[src/rtl/core/assert_macros.svh]
// assertion macros used by vector_metric_distance
// no dependencies; expects clk and arst_n in the including scope
`ifndef ASSERT_MACROS_SVH
`define ASSERT_MACROS_SVH

// antecedent implies consequent in the same cycle
`define VMD_ASSERT_SAME(label, ante, cons, msg) \
	label: assert property (@(posedge clk) disable iff (!arst_n) (ante) |-> (cons)) \
		else $error(msg);

// antecedent implies consequent in the next cycle
`define VMD_ASSERT_NEXT(label, ante, cons, msg) \
	label: assert property (@(posedge clk) disable iff (!arst_n) (ante) |=> (cons)) \
		else $error(msg);

`endif

[src/rtl/core/vmd_pkg.sv]
// types and constants of the vector metric distance block
// no dependencies
package vmd_pkg;

	localparam int ELEM_W     = 16;
	localparam int ABS_W      = 16;
	localparam int TERM_W     = 32;
	localparam int ACC_W      = 41;
	localparam int DIST_W     = 24;
	localparam int ROOT_W     = (ACC_W + 1) / 2;
	localparam int RAD_W      = 2 * ROOT_W;
	localparam int REM_W      = ROOT_W + 2;
	localparam int STEP_W     = $clog2(ROOT_W);

	typedef enum logic [1:0] {
		METRIC_EUCLID = 2'd0,
		METRIC_MANHAT = 2'd1,
		METRIC_CHEBY  = 2'd2,
		METRIC_DISCR  = 2'd3
	} metric_t;

	typedef struct packed {
		logic [ACC_W-1:0] acc;
		metric_t          mode;
	} vmd_entry_t;

	typedef struct packed {
		logic busy;
		logic done;
	} vmd_sqrt_stat_t;

	typedef enum logic {
		BK_IDLE,
		BK_SQRT
	} back_state_t;

endpackage

[src/rtl/core/vector_metric_distance.sv]
// Vector distance over streamed element pairs (euclidean, manhattan, chebyshev, discrete).
// Element pairs are taken at one per cycle for as long as the result queue has room; the
// front end folds each pair through a two stage pipeline (|x-y|, then the square for
// euclidean) into a 41 bit accumulator. On the item flagged last, the finished value goes
// into a queue of QDEPTH vectors. The back end turns it into a distance: manhattan,
// chebyshev and discrete results go straight to the output register, euclidean ones come
// from the 21 step bit-serial square root, which handles one vector at a time. Input stall
// rises only when QDEPTH finished vectors are waiting or in flight. metric_kind is written
// through the config channel, which is always ready, and applies from the next item.
// Depends on vmd_pkg, vmd_front, vmd_queue, vmd_back and assert_macros.svh.
`include "assert_macros.svh"

module vector_metric_distance #(
	parameter int QDEPTH = 4
) (
	input  logic                              clk,
	input  logic                              arst_n,
	input  logic                              in_valid,
	output logic                              in_stall,
	input  logic signed [vmd_pkg::ELEM_W-1:0] x_elem,
	input  logic signed [vmd_pkg::ELEM_W-1:0] y_elem,
	input  logic                              last,
	output logic                              out_valid,
	input  logic                              out_stall,
	output logic [vmd_pkg::DIST_W-1:0]        distance,
	input  logic                              cfg_valid,
	output logic                              cfg_ready,
	input  logic [1:0]                        cfg_data
);

	localparam int CNT_W = $clog2(QDEPTH + 1);

	vmd_pkg::metric_t    metric_kind_q;
	logic                q_push, q_pop;
	vmd_pkg::vmd_entry_t q_wr_entry, q_rd_entry;
	logic [CNT_W-1:0]    q_count;

	assign cfg_ready = 1'b1;

	always_ff @(posedge clk or negedge arst_n) begin
		if (!arst_n) begin
			metric_kind_q <= vmd_pkg::METRIC_EUCLID;
		end else if (cfg_valid && cfg_ready) begin
			metric_kind_q <= vmd_pkg::metric_t'(cfg_data);
		end
	end

	vmd_front #(
		.CNT_W (CNT_W),
		.DEPTH (QDEPTH)
	) u_front (
		.clk         (clk),
		.arst_n      (arst_n),
		.in_valid    (in_valid),
		.in_stall    (in_stall),
		.x_elem      (x_elem),
		.y_elem      (y_elem),
		.last        (last),
		.metric_kind (metric_kind_q),
		.q_count     (q_count),
		.q_push      (q_push),
		.q_entry     (q_wr_entry)
	);

	vmd_queue #(
		.DEPTH (QDEPTH),
		.CNT_W (CNT_W)
	) u_queue (
		.clk      (clk),
		.arst_n   (arst_n),
		.push     (q_push),
		.wr_entry (q_wr_entry),
		.pop      (q_pop),
		.rd_entry (q_rd_entry),
		.count    (q_count)
	);

	vmd_back #(
		.CNT_W (CNT_W)
	) u_back (
		.clk       (clk),
		.arst_n    (arst_n),
		.q_count   (q_count),
		.q_entry   (q_rd_entry),
		.q_pop     (q_pop),
		.out_valid (out_valid),
		.out_stall (out_stall),
		.distance  (distance)
	);

	`VMD_ASSERT_SAME(a_push_room, q_push, q_count != CNT_W'(QDEPTH), "push into full queue")
	`VMD_ASSERT_SAME(a_pop_nonempty, q_pop, q_count != '0, "pop from empty queue")
	`VMD_ASSERT_SAME(a_count_bound, 1'b1, q_count <= CNT_W'(QDEPTH), "queue count beyond depth")
	`VMD_ASSERT_SAME(a_full_stalls, q_count == CNT_W'(QDEPTH), in_stall, "input open with full queue")

endmodule

[src/rtl/core/vmd_front.sv]
// front end: accepts element pairs, forms |x-y| and, for euclidean, its square, folds into the accumulator
// depends on vmd_pkg; pushes finished vectors into vmd_queue
module vmd_front #(
	parameter int CNT_W = 3,
	parameter int DEPTH = 4
) (
	input  logic                      clk,
	input  logic                      arst_n,
	input  logic                      in_valid,
	output logic                      in_stall,
	input  logic signed [vmd_pkg::ELEM_W-1:0] x_elem,
	input  logic signed [vmd_pkg::ELEM_W-1:0] y_elem,
	input  logic                      last,
	input  vmd_pkg::metric_t          metric_kind,
	input  logic [CNT_W-1:0]          q_count,
	output logic                      q_push,
	output vmd_pkg::vmd_entry_t       q_entry
);

	localparam int OCC_W = CNT_W + 2;

	logic                          valid_s1, last_s1;
	logic [vmd_pkg::ABS_W-1:0]     ad_s1;
	vmd_pkg::metric_t              mode_s1;
	logic                          valid_s2, last_s2;
	logic [vmd_pkg::TERM_W-1:0]    term_s2;
	vmd_pkg::metric_t              mode_s2;
	logic [vmd_pkg::ACC_W-1:0]     acc_q;

	logic                          accept;
	logic signed [vmd_pkg::ELEM_W:0] diff;
	logic [vmd_pkg::ELEM_W:0]      diff_abs;
	logic [OCC_W-1:0]              occ;
	logic [vmd_pkg::ACC_W:0]       sum;
	logic [vmd_pkg::ACC_W-1:0]     sum_sat, term_ext, acc_next;

	// reserve a queue slot for every last item still in flight
	assign occ = OCC_W'(q_count) + OCC_W'(valid_s1 & last_s1) + OCC_W'(valid_s2 & last_s2);
	assign in_stall = (occ >= OCC_W'(DEPTH));
	assign accept = in_valid & ~in_stall;

	assign diff     = {x_elem[vmd_pkg::ELEM_W-1], x_elem} - {y_elem[vmd_pkg::ELEM_W-1], y_elem};
	assign diff_abs = diff[vmd_pkg::ELEM_W] ? (~diff + 1'b1) : diff;

	always_ff @(posedge clk or negedge arst_n) begin
		if (!arst_n) begin
			valid_s1 <= 1'b0;
			valid_s2 <= 1'b0;
		end else begin
			valid_s1 <= accept;
			valid_s2 <= valid_s1;
		end
	end

	always_ff @(posedge clk) begin
		if (accept) begin
			ad_s1   <= diff_abs[vmd_pkg::ABS_W-1:0];
			mode_s1 <= metric_kind;
			last_s1 <= last;
		end
		if (valid_s1) begin
			term_s2 <= (mode_s1 == vmd_pkg::METRIC_EUCLID) ? ad_s1 * ad_s1
			                                                : vmd_pkg::TERM_W'(ad_s1);
			mode_s2 <= mode_s1;
			last_s2 <= last_s1;
		end
	end

	assign term_ext = vmd_pkg::ACC_W'(term_s2);
	assign sum      = {1'b0, acc_q} + {1'b0, term_ext};
	assign sum_sat  = sum[vmd_pkg::ACC_W] ? {vmd_pkg::ACC_W{1'b1}} : sum[vmd_pkg::ACC_W-1:0];

	always_comb begin
		case (mode_s2) inside
			vmd_pkg::METRIC_EUCLID, vmd_pkg::METRIC_MANHAT: acc_next = sum_sat;
			vmd_pkg::METRIC_CHEBY: acc_next = (term_ext > acc_q) ? term_ext : acc_q;
			default: acc_next = acc_q | vmd_pkg::ACC_W'(term_s2 != '0);
		endcase
	end

	always_ff @(posedge clk or negedge arst_n) begin
		if (!arst_n) begin
			acc_q <= '0;
		end else if (valid_s2) begin
			acc_q <= last_s2 ? '0 : acc_next;
		end
	end

	assign q_push        = valid_s2 & last_s2;
	assign q_entry.acc   = acc_next;
	assign q_entry.mode  = mode_s2;

endmodule

[src/rtl/core/vmd_queue.sv]
// small queue of finished vector accumulators between front and back
// depends on vmd_pkg
module vmd_queue #(
	parameter int DEPTH = 4,
	parameter int CNT_W = 3
) (
	input  logic                clk,
	input  logic                arst_n,
	input  logic                push,
	input  vmd_pkg::vmd_entry_t wr_entry,
	input  logic                pop,
	output vmd_pkg::vmd_entry_t rd_entry,
	output logic [CNT_W-1:0]    count
);

	localparam int PTR_W = (DEPTH > 1) ? $clog2(DEPTH) : 1;

	vmd_pkg::vmd_entry_t mem [DEPTH];
	logic [PTR_W-1:0]    wr_ptr_q, rd_ptr_q;
	logic [CNT_W-1:0]    count_q;

	always_ff @(posedge clk) begin
		if (push) begin
			mem[wr_ptr_q] <= wr_entry;
		end
	end

	always_ff @(posedge clk or negedge arst_n) begin
		if (!arst_n) begin
			wr_ptr_q <= '0;
			rd_ptr_q <= '0;
			count_q  <= '0;
		end else begin
			if (push) begin
				wr_ptr_q <= (wr_ptr_q == PTR_W'(DEPTH - 1)) ? '0 : wr_ptr_q + 1'b1;
			end
			if (pop) begin
				rd_ptr_q <= (rd_ptr_q == PTR_W'(DEPTH - 1)) ? '0 : rd_ptr_q + 1'b1;
			end
			count_q <= count_q + CNT_W'(push) - CNT_W'(pop);
		end
	end

	assign rd_entry = mem[rd_ptr_q];
	assign count    = count_q;

endmodule

[src/rtl/core/vmd_isqrt.sv]
// iterative integer square root, one result bit per cycle
// depends on vmd_pkg
module vmd_isqrt (
	input  logic                        clk,
	input  logic                        arst_n,
	input  logic                        start,
	input  logic [vmd_pkg::ACC_W-1:0]   radicand,
	output vmd_pkg::vmd_sqrt_stat_t     stat,
	output logic [vmd_pkg::ROOT_W-1:0]  root
);

	logic [vmd_pkg::RAD_W-1:0]  rad_q;
	logic [vmd_pkg::REM_W-1:0]  rem_q;
	logic [vmd_pkg::ROOT_W-1:0] root_q;
	logic [vmd_pkg::STEP_W-1:0] step_q;
	logic                       busy_q, done_q;

	logic [vmd_pkg::REM_W-1:0]  rem_sh, trial;
	logic                       fits;

	// bring down the next two radicand bits and try root*4+1
	assign rem_sh = {rem_q[vmd_pkg::REM_W-3:0], rad_q[vmd_pkg::RAD_W-1 -: 2]};
	assign trial  = {root_q, 2'b01};
	assign fits   = (rem_sh >= trial);

	always_ff @(posedge clk or negedge arst_n) begin
		if (!arst_n) begin
			busy_q <= 1'b0;
			done_q <= 1'b0;
			step_q <= '0;
		end else begin
			done_q <= 1'b0;
			if (start) begin
				busy_q <= 1'b1;
				step_q <= '0;
			end else if (busy_q) begin
				step_q <= step_q + 1'b1;
				if (step_q == vmd_pkg::STEP_W'(vmd_pkg::ROOT_W - 1)) begin
					busy_q <= 1'b0;
					done_q <= 1'b1;
				end
			end
		end
	end

	always_ff @(posedge clk) begin
		if (start) begin
			rad_q  <= vmd_pkg::RAD_W'(radicand);
			rem_q  <= '0;
			root_q <= '0;
		end else if (busy_q) begin
			rad_q  <= {rad_q[vmd_pkg::RAD_W-3:0], 2'b00};
			rem_q  <= fits ? rem_sh - trial : rem_sh;
			root_q <= {root_q[vmd_pkg::ROOT_W-2:0], fits};
		end
	end

	assign stat.busy = busy_q;
	assign stat.done = done_q;
	assign root      = root_q;

endmodule

[src/rtl/core/vmd_back.sv]
// back end: pops finished vectors, forms the distance, holds it in the output register
// depends on vmd_pkg and vmd_isqrt
module vmd_back #(
	parameter int CNT_W = 3
) (
	input  logic                       clk,
	input  logic                       arst_n,
	input  logic [CNT_W-1:0]           q_count,
	input  vmd_pkg::vmd_entry_t        q_entry,
	output logic                       q_pop,
	output logic                       out_valid,
	input  logic                       out_stall,
	output logic [vmd_pkg::DIST_W-1:0] distance
);

	vmd_pkg::back_state_t      state_q, state_d;
	logic                      out_valid_q;
	logic [vmd_pkg::DIST_W-1:0] distance_q;

	vmd_pkg::vmd_sqrt_stat_t    sq_stat;
	logic [vmd_pkg::ROOT_W-1:0] sq_root;

	logic out_free, can_pop, is_euclid;
	logic sq_start, load_direct, load_root;
	logic [vmd_pkg::DIST_W-1:0] direct_val;

	assign out_free  = ~out_valid_q | ~out_stall;
	assign can_pop   = (q_count != '0) & out_free;
	assign is_euclid = (q_entry.mode == vmd_pkg::METRIC_EUCLID);

	always_comb begin
		state_d = state_q;
		unique case (state_q)
			vmd_pkg::BK_IDLE: begin
				if (can_pop && is_euclid) state_d = vmd_pkg::BK_SQRT;
			end
			vmd_pkg::BK_SQRT: begin
				if (sq_stat.done) state_d = vmd_pkg::BK_IDLE;
			end
			default: state_d = vmd_pkg::BK_IDLE;
		endcase
	end

	always_comb begin
		q_pop       = 1'b0;
		sq_start    = 1'b0;
		load_direct = 1'b0;
		load_root   = 1'b0;
		unique case (state_q)
			vmd_pkg::BK_IDLE: begin
				q_pop       = can_pop;
				sq_start    = can_pop & is_euclid;
				load_direct = can_pop & ~is_euclid;
			end
			vmd_pkg::BK_SQRT: begin
				load_root = sq_stat.done;
			end
			default: ;
		endcase
	end

	always_comb begin
		case (q_entry.mode)
			vmd_pkg::METRIC_DISCR: direct_val = vmd_pkg::DIST_W'(q_entry.acc != '0);
			default: begin
				direct_val = (q_entry.acc[vmd_pkg::ACC_W-1:vmd_pkg::DIST_W] != '0)
				             ? {vmd_pkg::DIST_W{1'b1}} : q_entry.acc[vmd_pkg::DIST_W-1:0];
			end
		endcase
	end

	vmd_isqrt u_isqrt (
		.clk      (clk),
		.arst_n   (arst_n),
		.start    (sq_start),
		.radicand (q_entry.acc),
		.stat     (sq_stat),
		.root     (sq_root)
	);

	always_ff @(posedge clk or negedge arst_n) begin
		if (!arst_n) begin
			state_q     <= vmd_pkg::BK_IDLE;
			out_valid_q <= 1'b0;
		end else begin
			state_q <= state_d;
			if (load_direct || load_root) begin
				out_valid_q <= 1'b1;
			end else if (!out_stall) begin
				out_valid_q <= 1'b0;
			end
		end
	end

	always_ff @(posedge clk) begin
		if (load_direct) begin
			distance_q <= direct_val;
		end else if (load_root) begin
			distance_q <= vmd_pkg::DIST_W'(sq_root);
		end
	end

	assign out_valid = out_valid_q;
	assign distance  = distance_q;

endmodule
[config.mk]
export PLATFORM = sky130hd
export DESIGN_NAME = vector_metric_distance
export DESIGN_NICKNAME = d
export VERILOG_FILES = /design/src/rtl/core/vmd_pkg.sv /design/src/rtl/core/vector_metric_distance.sv /design/src/rtl/core/vmd_front.sv /design/src/rtl/core/vmd_queue.sv /design/src/rtl/core/vmd_isqrt.sv /design/src/rtl/core/vmd_back.sv
export VERILOG_INCLUDE_DIRS = /design/src /design/src/rtl/core
export SDC_FILE = /design/constraint.sdc
export NUM_CORES = 1
export LEC_CHECK = 0
export ABC_AREA = 1
export BUFFER_PORTS_ARGS = -buffer_cell sky130_fd_sc_hd__buf_2
export CELL_PAD_IN_SITES_DETAIL_PLACEMENT = 1
export CELL_PAD_IN_SITES_GLOBAL_PLACEMENT = 2
export CORE_ASPECT_RATIO = 0.9
export CORE_MARGIN = 3
export CORE_UTILIZATION = 36
export CTS_BUF_LIST = sky130_fd_sc_hd__clkbuf_8
export DETAILED_ROUTE_END_ITERATION = 10
export GPL_ROUTABILITY_DRIVEN = 0
export PLACE_DENSITY = 0.85
export SYNTH_ARGS = -nofsm -noshare
export SYNTH_HDL_FRONTEND = slang
export SYNTH_SLANG_ARGS = --single-unit
[constraint.sdc]
create_clock -name clk -period 8.3 [get_ports clk]
set_input_delay 0 -clock clk [delete_from_list [all_inputs] [get_ports clk]]
set_output_delay 0 -clock clk [all_outputs]
set_load 0.01 [all_outputs]
[Word-level counts from Yosys, hierarchy flattened]
Memories as Yosys holds them, arrays and structs flattened.
Index checks and enable logic that the tools add are counted.
Word-level totals
  bits of input ports: 40
  bits in registers: 223
  memories kept: 1
  word-level logic and storage cells: 109
  memory bits (writable): 172
  output and inout bits: 27
Cells by class
  multiply operators: 1
  bitwise logic cells: 15
  order comparisons: 3
  $add $sub $neg: 11
  equal/unequal tests: 7
  muxes and demuxes: 35
  reduce and logical (&&, ||, !) cells: 12
Memory list
  u_queue.mem: words 4, width 43, rd ports 1, clocked after Yosys merged registers in 0, write ports 1, line vmd_queue.sv:18  | vmd_pkg::vmd_entry_t mem [DEPTH];
Operator list (count)
  $mux 41: 7
  $mux 24: 4
  $add 41x32->42: 1
  $gt 32x41->1: 1
  $or 41x1->41: 1
  $reduce_bool 41->1: 1
  $mul 16x16->32: 1
  $mux 16: 2
  $reduce_bool 32->1: 1
  $ge 23x23->1: 1
  $mux 21: 1
  $sub 21x21->21: 1
  $reduce_bool 17->1: 1
  $sub 16x16->17: 1
  $add 16x1->16 const B: 1
  $mux 1: 16
  $not 16->16: 1
  $mux 5: 2
  $eq 2x2->1 const B: 4
  $and 1x1->1: 7
  $logic_not 2->1: 3
  $add 3x5->5: 1
  $add 5x1->5 const B: 1
  $add 5x5->5: 1
  other kinds (16): 23

[Depth between registers and ports, before layout]
Gate-level depths: netlist of run 1.
  depth in word-level cells: 7
  depth in mapped cells: 28
  gate-level depth less buffers: 27

[Hierarchy]
Synthesis of run 1 repeated with hierarchy kept, for this count alone.
Second synthesis, totals
  cell total of the unflattened synthesis: 4158
  area total of the unflattened synthesis: 32174.6 um^2
By module, submodules not included
  vmd_front: area an instance 17850.9 um^2, instances 1, cells an instance 2593
  vmd_queue: area an instance 7641.1 um^2, instances 1, cells an instance 723
  vmd_isqrt: area an instance 5088.6 um^2, instances 1, cells an instance 669
  vmd_back: area an instance 1506.4 um^2, instances 1, cells an instance 162
  vector_metric_distance: area an instance 87.6 um^2, instances 1, cells an instance 11

[Worst setup path after synthesis of run 1]
Ideal clock, no wire load.
  path kind: register to register
  start point: register u_front.ad_s1[4] in the netlist's numbering
  end point: register u_front.term_s2[28] in the netlist's numbering (data pin)
  buffers on the path: 2
  stages on the path, launching flop included: 25
  library setup time: 253 ps
  data arrival time: 5625 ps
  clock period less this slack: 5878 ps
  path slack: 2422 ps
  cell sequence: edfxtp_1 > clkbuf_1 > clkbuf_1 > nand2_1 > fa_1 > fa_1 > inv_1 > fa_1 > fa_1 > fa_1 > inv_1 > fa_1 > inv_1 > ha_1 > a21oi_1 > nor2_1 > nor2_1 > o21ai_0 > nand2_1 > nand3_1 > a21o_1 > a21boi_0 > nand2_1 > nand2_1 > nor2_1
On the way
  longest elaborated chain between the ends: 1
Ends and longest elaborated chain
  start, declared: line vmd_front.sv:23  | logic [vmd_pkg::ABS_W-1:0] ad_s1;
  start signal, assigned: line vmd_front.sv:57  | ad_s1 <= diff_abs[vmd_pkg::ABS_W-1:0];
  $mul 16x16->32: line vmd_front.sv:62  | term_s2 <= (mode_s1 == vmd_pkg::METRIC_EUCLID) ? ad_s1 * ad_s1
  end signal, assigned: line vmd_front.sv:62
  end, declared: line vmd_front.sv:26  | logic [vmd_pkg::TERM_W-1:0] term_s2;
No other way between the ends.
A chain may end at the register's enable or synchronous reset.

[Worst setup path in the final report of run 1]
Ends and elaborated chain as after synthesis.

==> results.ini, run 1 <==
[cells_and_area]
drive_gt1_share_pct = 7.21
final_cell_mix = 819 x nand2_1, 728 x inv_1, 291 x edfxtp_1
stdcell_area_um2 = 33000
areaGrowthSynthToFinish_pct = 9.72
nets = 4077
final_common_cell = nand2_1

[yosys]
synth.cell_area_um2 = 30100
synth-seq-area-share_pct = 37.0
synth_fa_ha_area_share_pct = 20.0
async_reset_ff_share_pct = 15.4
syn_nets = 4022
synth.distinct_cells = 62
yosysWarnings = 0
synth_xor_area_share_pct = 1.91
ys_seq_elements = 395
yosys.area_share.simple_pct = 19.4
synth_ff_type = edfxtp_1
synth_area_per_cell_um2 = 8.36
netlist_instances = 3600
synth_compound_area_share_pct = 10.6
synthMuxAreaShare_pct = 0.112
synth_edf_count = 291
synth_top_family_by_area = adder cells

[placement]
placed_cell_area_um2 = 31400
io_buffers = 65
dpl.hpwl_um = 67600

[sta]
finalHoldViolCount = 0
worstMarginPinSlew_ns = 1.13
finalSetupTns_ns = 0
fin_crit_ns = 6.37
relSlewSlack_pct = 24.5
rsz0062_at_grt = false
post-route-period-util_pct = 76.8
fmax_mhz = 157
drv_slew = 0
finalClockSkew_ns = 0.0376
setup_violations = 0

[worst_setup_path]
worstSetupPathType = register to register
path_buf_inv = 3
crit_chain = nand2_1 > fa_1 > inv_1 > fa_1 > fa_1 > fa_1 > fa_1 > inv_1 > fa_1 > inv_1 > ha_1 > a21oi_1 > o21ai_0 > a21oi_1 > nand3_1 > a21o_1 > a21boi_0 > nand2_1 > nand2_1 > nor2_1
cp-start-kind = register
critPathTopFamily = adder cells
cp_common_cell = fa_1
required_ns = 8.72
cp_max_fo = 17
critPathMaxStageDelay_ns = 0.83
cp_slowest_cell = edfxtp_1
crit_arrival_ns = 6.79
cp-end-kind = register

[cts]
cts-resized-gates = 0
root_buffer = clkbuf_8
clockBufferDepth = 3
post_cts_buffers = 0
cts_made_buffers = 74
worstSkewPairLatency_ns = 0.67
clkTransAtPathRegs_ns = 0.06
cts_sinks = 395
cts_tree = done
htreeDepth = 3

[drt]
ant_nets = 0
vias = 24200
drt-vias-per-instance = 5.00
drc_errors = 0
wirelength_um = 88200
highest_layer = met4
drtIter0Drc = 1402
met1_length_um = 40900
first_pass_iters = 5
post_drt_wl_per_cell_um = 18.3
met3_length_um = 2440
wl_met2_um = 43300

[floorplan]
io_pins = 67
die_h_um = 280
core_um2 = 82000
fp-row-count = 99
start_util_pct = 36.7
dieWidth_um = 311
dieArea_um2 = 87100

[hold_path]
hp-class = input pin to register

[global_routing]
grt_pass1_wl_um = 142000
antenna_found_initial = 1
grt_usage_pct = 20.4
grt_pass1_vias = 25800
overflow = 0
grt_max_degree = 69

[job]
drv_cap = 0

[run_status]
outcome = completed

## path summary, 6_finish.rpt
| kind | from | to | slack [ns] | cells past startpoint |
|---|---|---|---|---|
| worst max-delay path | u_front.ad_s1[4] | u_front.term_s2[28] | 1.93 | 20 |
| worst min-delay path | last | u_front.last_s1 | 0.07 | 2 |
| worst max register to register | u_front.ad_s1[4] | u_front.term_s2[28] | 1.93 | 20 |
| worst min register to register | u_back.u_isqrt.rem_q[20] | u_back.u_isqrt.rem_q[20] | 0.46 | 2 |
| max in group asynchronous | arst_n | u_back.u_isqrt.step_q[3] | 7.46 | 3 |
| min in group asynchronous | arst_n | u_back.out_valid | 0.10 | 3 |
## metal layers
metal | vias up | track usage (%)
met3 | 116 | 2.37
met4 | 0 | 4.68
met5 | - | 0
met2 | 322 | 36.2
li1 | 11700 | -
met1 | 12000 | 26.7
## area by class of cell
type / instances / area (um2)
Clock buffer: 78 / 1070
Inverter: 715 / 2690
Sequential cell: 395 / 11100
Antenna cell: 1 / 2.50
Multi-Input combinational cell: 2373 / 15700
Tap cell: 1111 / 1390
Clock inverter: 58 / 420
Timing Repair Buffer: 96 / 583
Fill cell: 9945 / 49000
## synth_stat cells (43+ instances only)
cell type	number	share of area (%)
dfxtp_1	43	2.9
clkbuf_1	57	0.71
nor2_1	230	2.9
ha_1	215	8.9
nand4_1	62	1.3
inv_1	704	8.8
fa_1	167	11
nand2_1	820	10
dfrtp_1	61	5.1
edfxtp_1	291	29
nand3_1	139	2.3
a21oi_1	184	3.1
o21ai_0	196	3.3
## repair_timing
item / 4_1_cts / 5_1_grt
endpoints found under the hold margin: 87 / 0
hold buffers: 10 / 0
endpoints found under the setup margin: 0 / 0
## worst reg2reg max path: cells and delay by family, from the launching register on
family	cells	cell delay [ns]
fa+ha+maj	7	3.61
compound gates	5	0.94
simple gates	5	0.59
flops	1	0.83
buf+inv	3	0.16
## per-stage QoR
step,hold WS [ns],worst slack (ns),std cells,utilization [%]
after detailed placement,0.185,1.94,4680,38.3
after global placement,0.184,2.09,4680,38.3
after CTS,0.0134,1.94,4826,40.3
after global routing,0.0509,1.43,4827,40.3
after floorplan,-0.296,2.42,3600,-
final,0.0710,1.93,4827,40.3
## cells by family after synthesis
kind of cell               count (synthesis)
and+or+nand+nor                         1371
buffers and inverters                    832
AOI/OAI and AO/OA                        552
DFF                                      395
adders and majority gates                382
xor gates and xnor gates                  64
muxes                                      3
other                                      1
## registers in the layout (all words and copies together) (netlist names), 2 cells and up
name / count
u_back.u_isqrt.root: 21
u_queue.rd_ptr_q: 2
u_queue.mem: 172
metric_kind_q: 2
u_front.mode_s2: 2
u_queue.wr_ptr_q: 2
u_back.u_isqrt.rad_q: 42
u_front.ad_s1: 16
u_front.term_s2: 32
u_back.u_isqrt.rem_q: 21
u_back.distance: 24
u_front.acc_q: 41
u_queue.count: 3
u_front.mode_s1: 2
u_back.u_isqrt.step_q: 5
Power of run 1 is not shown: default switching activity piles up to over one toggle a cycle in this logic, so the estimate is an artifact.
==> run 2, diff against run 1 <==
- ABC_AREA: 1 -> 0
- PLACE_DENSITY: 0.85 -> 0.83
- clock period: 8.3 -> 5.4 ns (I/O delays scaled with it)
==> run 2 against run 1 <==
Against the previous run:
- the flow now finishes with violations (negative setup slack)
- critical path depth grew 4
- maximum frequency increased by 1.2%
- non-clock buffer count grew 207
- count of clock-buffer cells in the layout fell by 7
- register-to-register slack got worse by 2.8 ns
- sequential share of layout area decreased by 0.26 points
- flip-flop and latch count did not move
- global-route usage decreased by 1.4 points
- cell count shrank 16%
- clock skew is 0.0038 ns lower
- worst hold slack lost 0.018 ns
- synthesized cell count is 25% lower
- critical path type unchanged
==> results.ini, run 2 <==
[sta]
rsz0062_at_grt = true
setup_violations = 20
whs_ns = 0.0526
finalClockSkew_ns = 0.0338
post-route-period-util_pct = 117
finalHoldViolCount = 0
worstMarginPinSlew_ns = 1.12
fmax_mhz = 159
fin_crit_ns = 6.30
relSlewSlack_pct = 25.1
postLayoutSetupSlackWorst_ns = -0.899
drv_slew = 0

[cells_and_area]
stdcell_area_um2 = 33300
fill_cells = 8476
layout.cells.non_filler = 4045
final_common_cell = inv_1
nets = 3383
areaGrowthSynthToFinish_pct = 17.9
drive_gt1_share_pct = 19.4
largest_reg_flops = 172
final_cell_mix = 398 x inv_1, 291 x edfxtp_1, 263 x nand2_1
regMostFlops = u_queue.mem
reg.largest.list = u_queue.mem x172, u_back.u_isqrt.rad_q x42, u_front.acc_q x41
fin_util_pct = 43.2

[placement]
dpl.hpwl_um = 58600
io_buffers = 65
placed_cell_area_um2 = 31000
dp.cells = 3865

[drt]
wirelength_um = 78600
drt-vias-per-instance = 5.20
drtIter0Drc = 1129
ant_nets = 0
post_drt_wl_per_cell_um = 19.4
first_pass_iters = 5
vias = 21000
drc_errors = 0

[floorplan]
core_um2 = 77000
fp-row-count = 96
dieWidth_um = 301
die_h_um = 272
io_pins = 67
start_util_pct = 36.7
dieArea_um2 = 81900

[yosys]
syn_nets = 3115
yosysMostFrequentCell = inv_1
synth_edf_count = 291
synth_largest_area_cell = edfxtp_1
synth_ff_type = edfxtp_1
yosysTopAreaCellShare_pct = 30.9
async_reset_ff_share_pct = 15.4
netlist_instances = 2693
synth.distinct_cells = 82
ys_seq_elements = 395
synth_area_per_cell_um2 = 10.5
yosysWarnings = 0
synth.cell_area_um2 = 28200
synth-seq-area-share_pct = 39.4
synth_area_leaders = edfxtp_1 31%, fa_1 12%, ha_1 9.5%, dfrtp_1 5.4%, inv_1 5.1%
yosys-top-cells-count = 384 x inv_1, 291 x edfxtp_1, 279 x nand2_1, 215 x ha_1, 167 x fa_1

[global_routing]
antenna_found_initial = 1
grt_pass1_vias = 23100
grt_usage_pct = 19.0
grt_pass1_wl_um = 125000
overflow = 0
grt_max_degree = 64

[worst_setup_path]
crit_arrival_ns = 6.66
worstSetupPathType = register to register
cp-end-kind = register
cp-start-kind = register
required_ns = 5.76
cp_max_fo = 5
critPathLaunch = u_front.ad_s1[13]
reg2reg_from = u_front.ad_s1[13]

[cts]
worstSkewPairLatency_ns = 0.65
htreeDepth = 3
cts_made_buffers = 68
clockBufferDepth = 3
clkTransAtPathRegs_ns = 0.05
root_buffer = clkbuf_8
cts_sinks = 395
cts_tree = done

[run_status]
outcome = finished, violations left
failed_checks = negative setup slack

[job]
drv_cap = 0

[hold_path]
min_from = x_elem[11]
hp-class = input pin to register

run 2: cell types whose count changed in the layout (fill, tap and decap cells not counted), sizes merged, moves of 71 or more:
cell | previous run | this run
nand2 | 827 | 279
inv | 741 | 417
buf | 86 | 285
nand3 | 154 | 65
nor2 | 235 | 148
o21ai | 217 | 132
a21oi | 199 | 128
run 2: worst max-delay path, cell delays in order (launching register included):
cell and delay [ns]:
edfxtp_1 0.45, buf_4 0.19, buf_4 0.15, and2_1 0.16
ha_1 0.33, xor2_1 0.19, fa_1 0.49, inv_1 0.06
fa_1 0.51, fa_2 0.45, fa_1 0.50, inv_1 0.06
fa_1 0.52, inv_1 0.06, ha_4 0.29, and3_4 0.18
nand3_1 0.07, a211o_1 0.28, a31o_4 0.25, a21oi_4 0.22
a311oi_4 0.13, nand2b_4 0.17, a21oi_2 0.12, xnor2_1 0.12
nor2_1 0.05
run 2: kinds of logic (layout without fill, tap and decap cells):
kind of cell / Yosys count / count (layout) / synth area share (%)
xor gates and xnor gates: 106 / 106 / 3.29
AOI/OAI and AO/OA: 506 / 506 / 12.2
muxes: 90 / 90 / 5.14
and+or+nand+nor: 722 / 722 / 11.9
adders and majority gates: 382 / 382 / 21.4
buffers and inverters: 491 / 813 / 6.69
other: 1 / 2 / 0.0133
DFF: 395 / 395 / 39.4
run 2: timing repair:
| action | in CTS | in global routing |
|---|---|---|
| endpoints found under the hold margin | 89 | 0 |
| buffers inserted | 22 | 18 |
| endpoints found under the setup margin | 22 | 23 |
| gates resized for setup | 69 | 49 |
| pin swaps | 44 | 45 |
| hold buffers | 18 | 0 |
run 2: metal layers:
| layer | track usage [%] | vias up | wire [um] |
|---|---|---|---|
| li1 | - | 9865 | - |
| met1 | 24.1 | 10600 | 33900 |
| met2 | 33.8 | 421 | 39700 |
| met3 | 2.73 | 116 | 3090 |
| met4 | 4.68 | 0 | 1840 |
| met5 | 0 | - | 0 |
run 2: cell type report:
type / count / area [um2] / share of cell area (%)
antenna: 1 / 2.50 / 0.00752
clock buffer: 71 / 977 / 2.94
clock inverter: 53 / 373 / 1.12
inverter: 386 / 1450 / 4.36
multi-input combinational: 1807 / 15800 / 47.4
sequential: 395 / 11100 / 33.4
tap: 1029 / 1290 / 3.87
timing repair buffer: 303 / 2280 / 6.85
run 2: worst paths after layout:
check / endpoint / slack (ns) / cells past startpoint
worst min register to register: u_front.mode_s2[1] / 0.44 / 0
worst max-delay path: u_front.term_s2[30] / -0.90 / 24
worst max register to register: u_front.term_s2[30] / -0.90 / 24
min in group asynchronous: u_front.acc_q[33] / 0.13 / 3
max in group asynchronous: u_front.acc_q[27] / 4.69 / 3
worst min-delay path: u_front.ad_s1[11] / 0.05 / 4
run 2: metrics by stage:
stage               setup TNS (ns)  worst slack, ns
finish                      -11.93           -0.899
global route                -16.48            -1.13
CTS                         -10.27           -0.805
detailed placement          -13.52            -1.09
global placement            -11.43           -0.987
floorplan                    -4.81           -0.604
Power of run 2 is left out for the same reason.
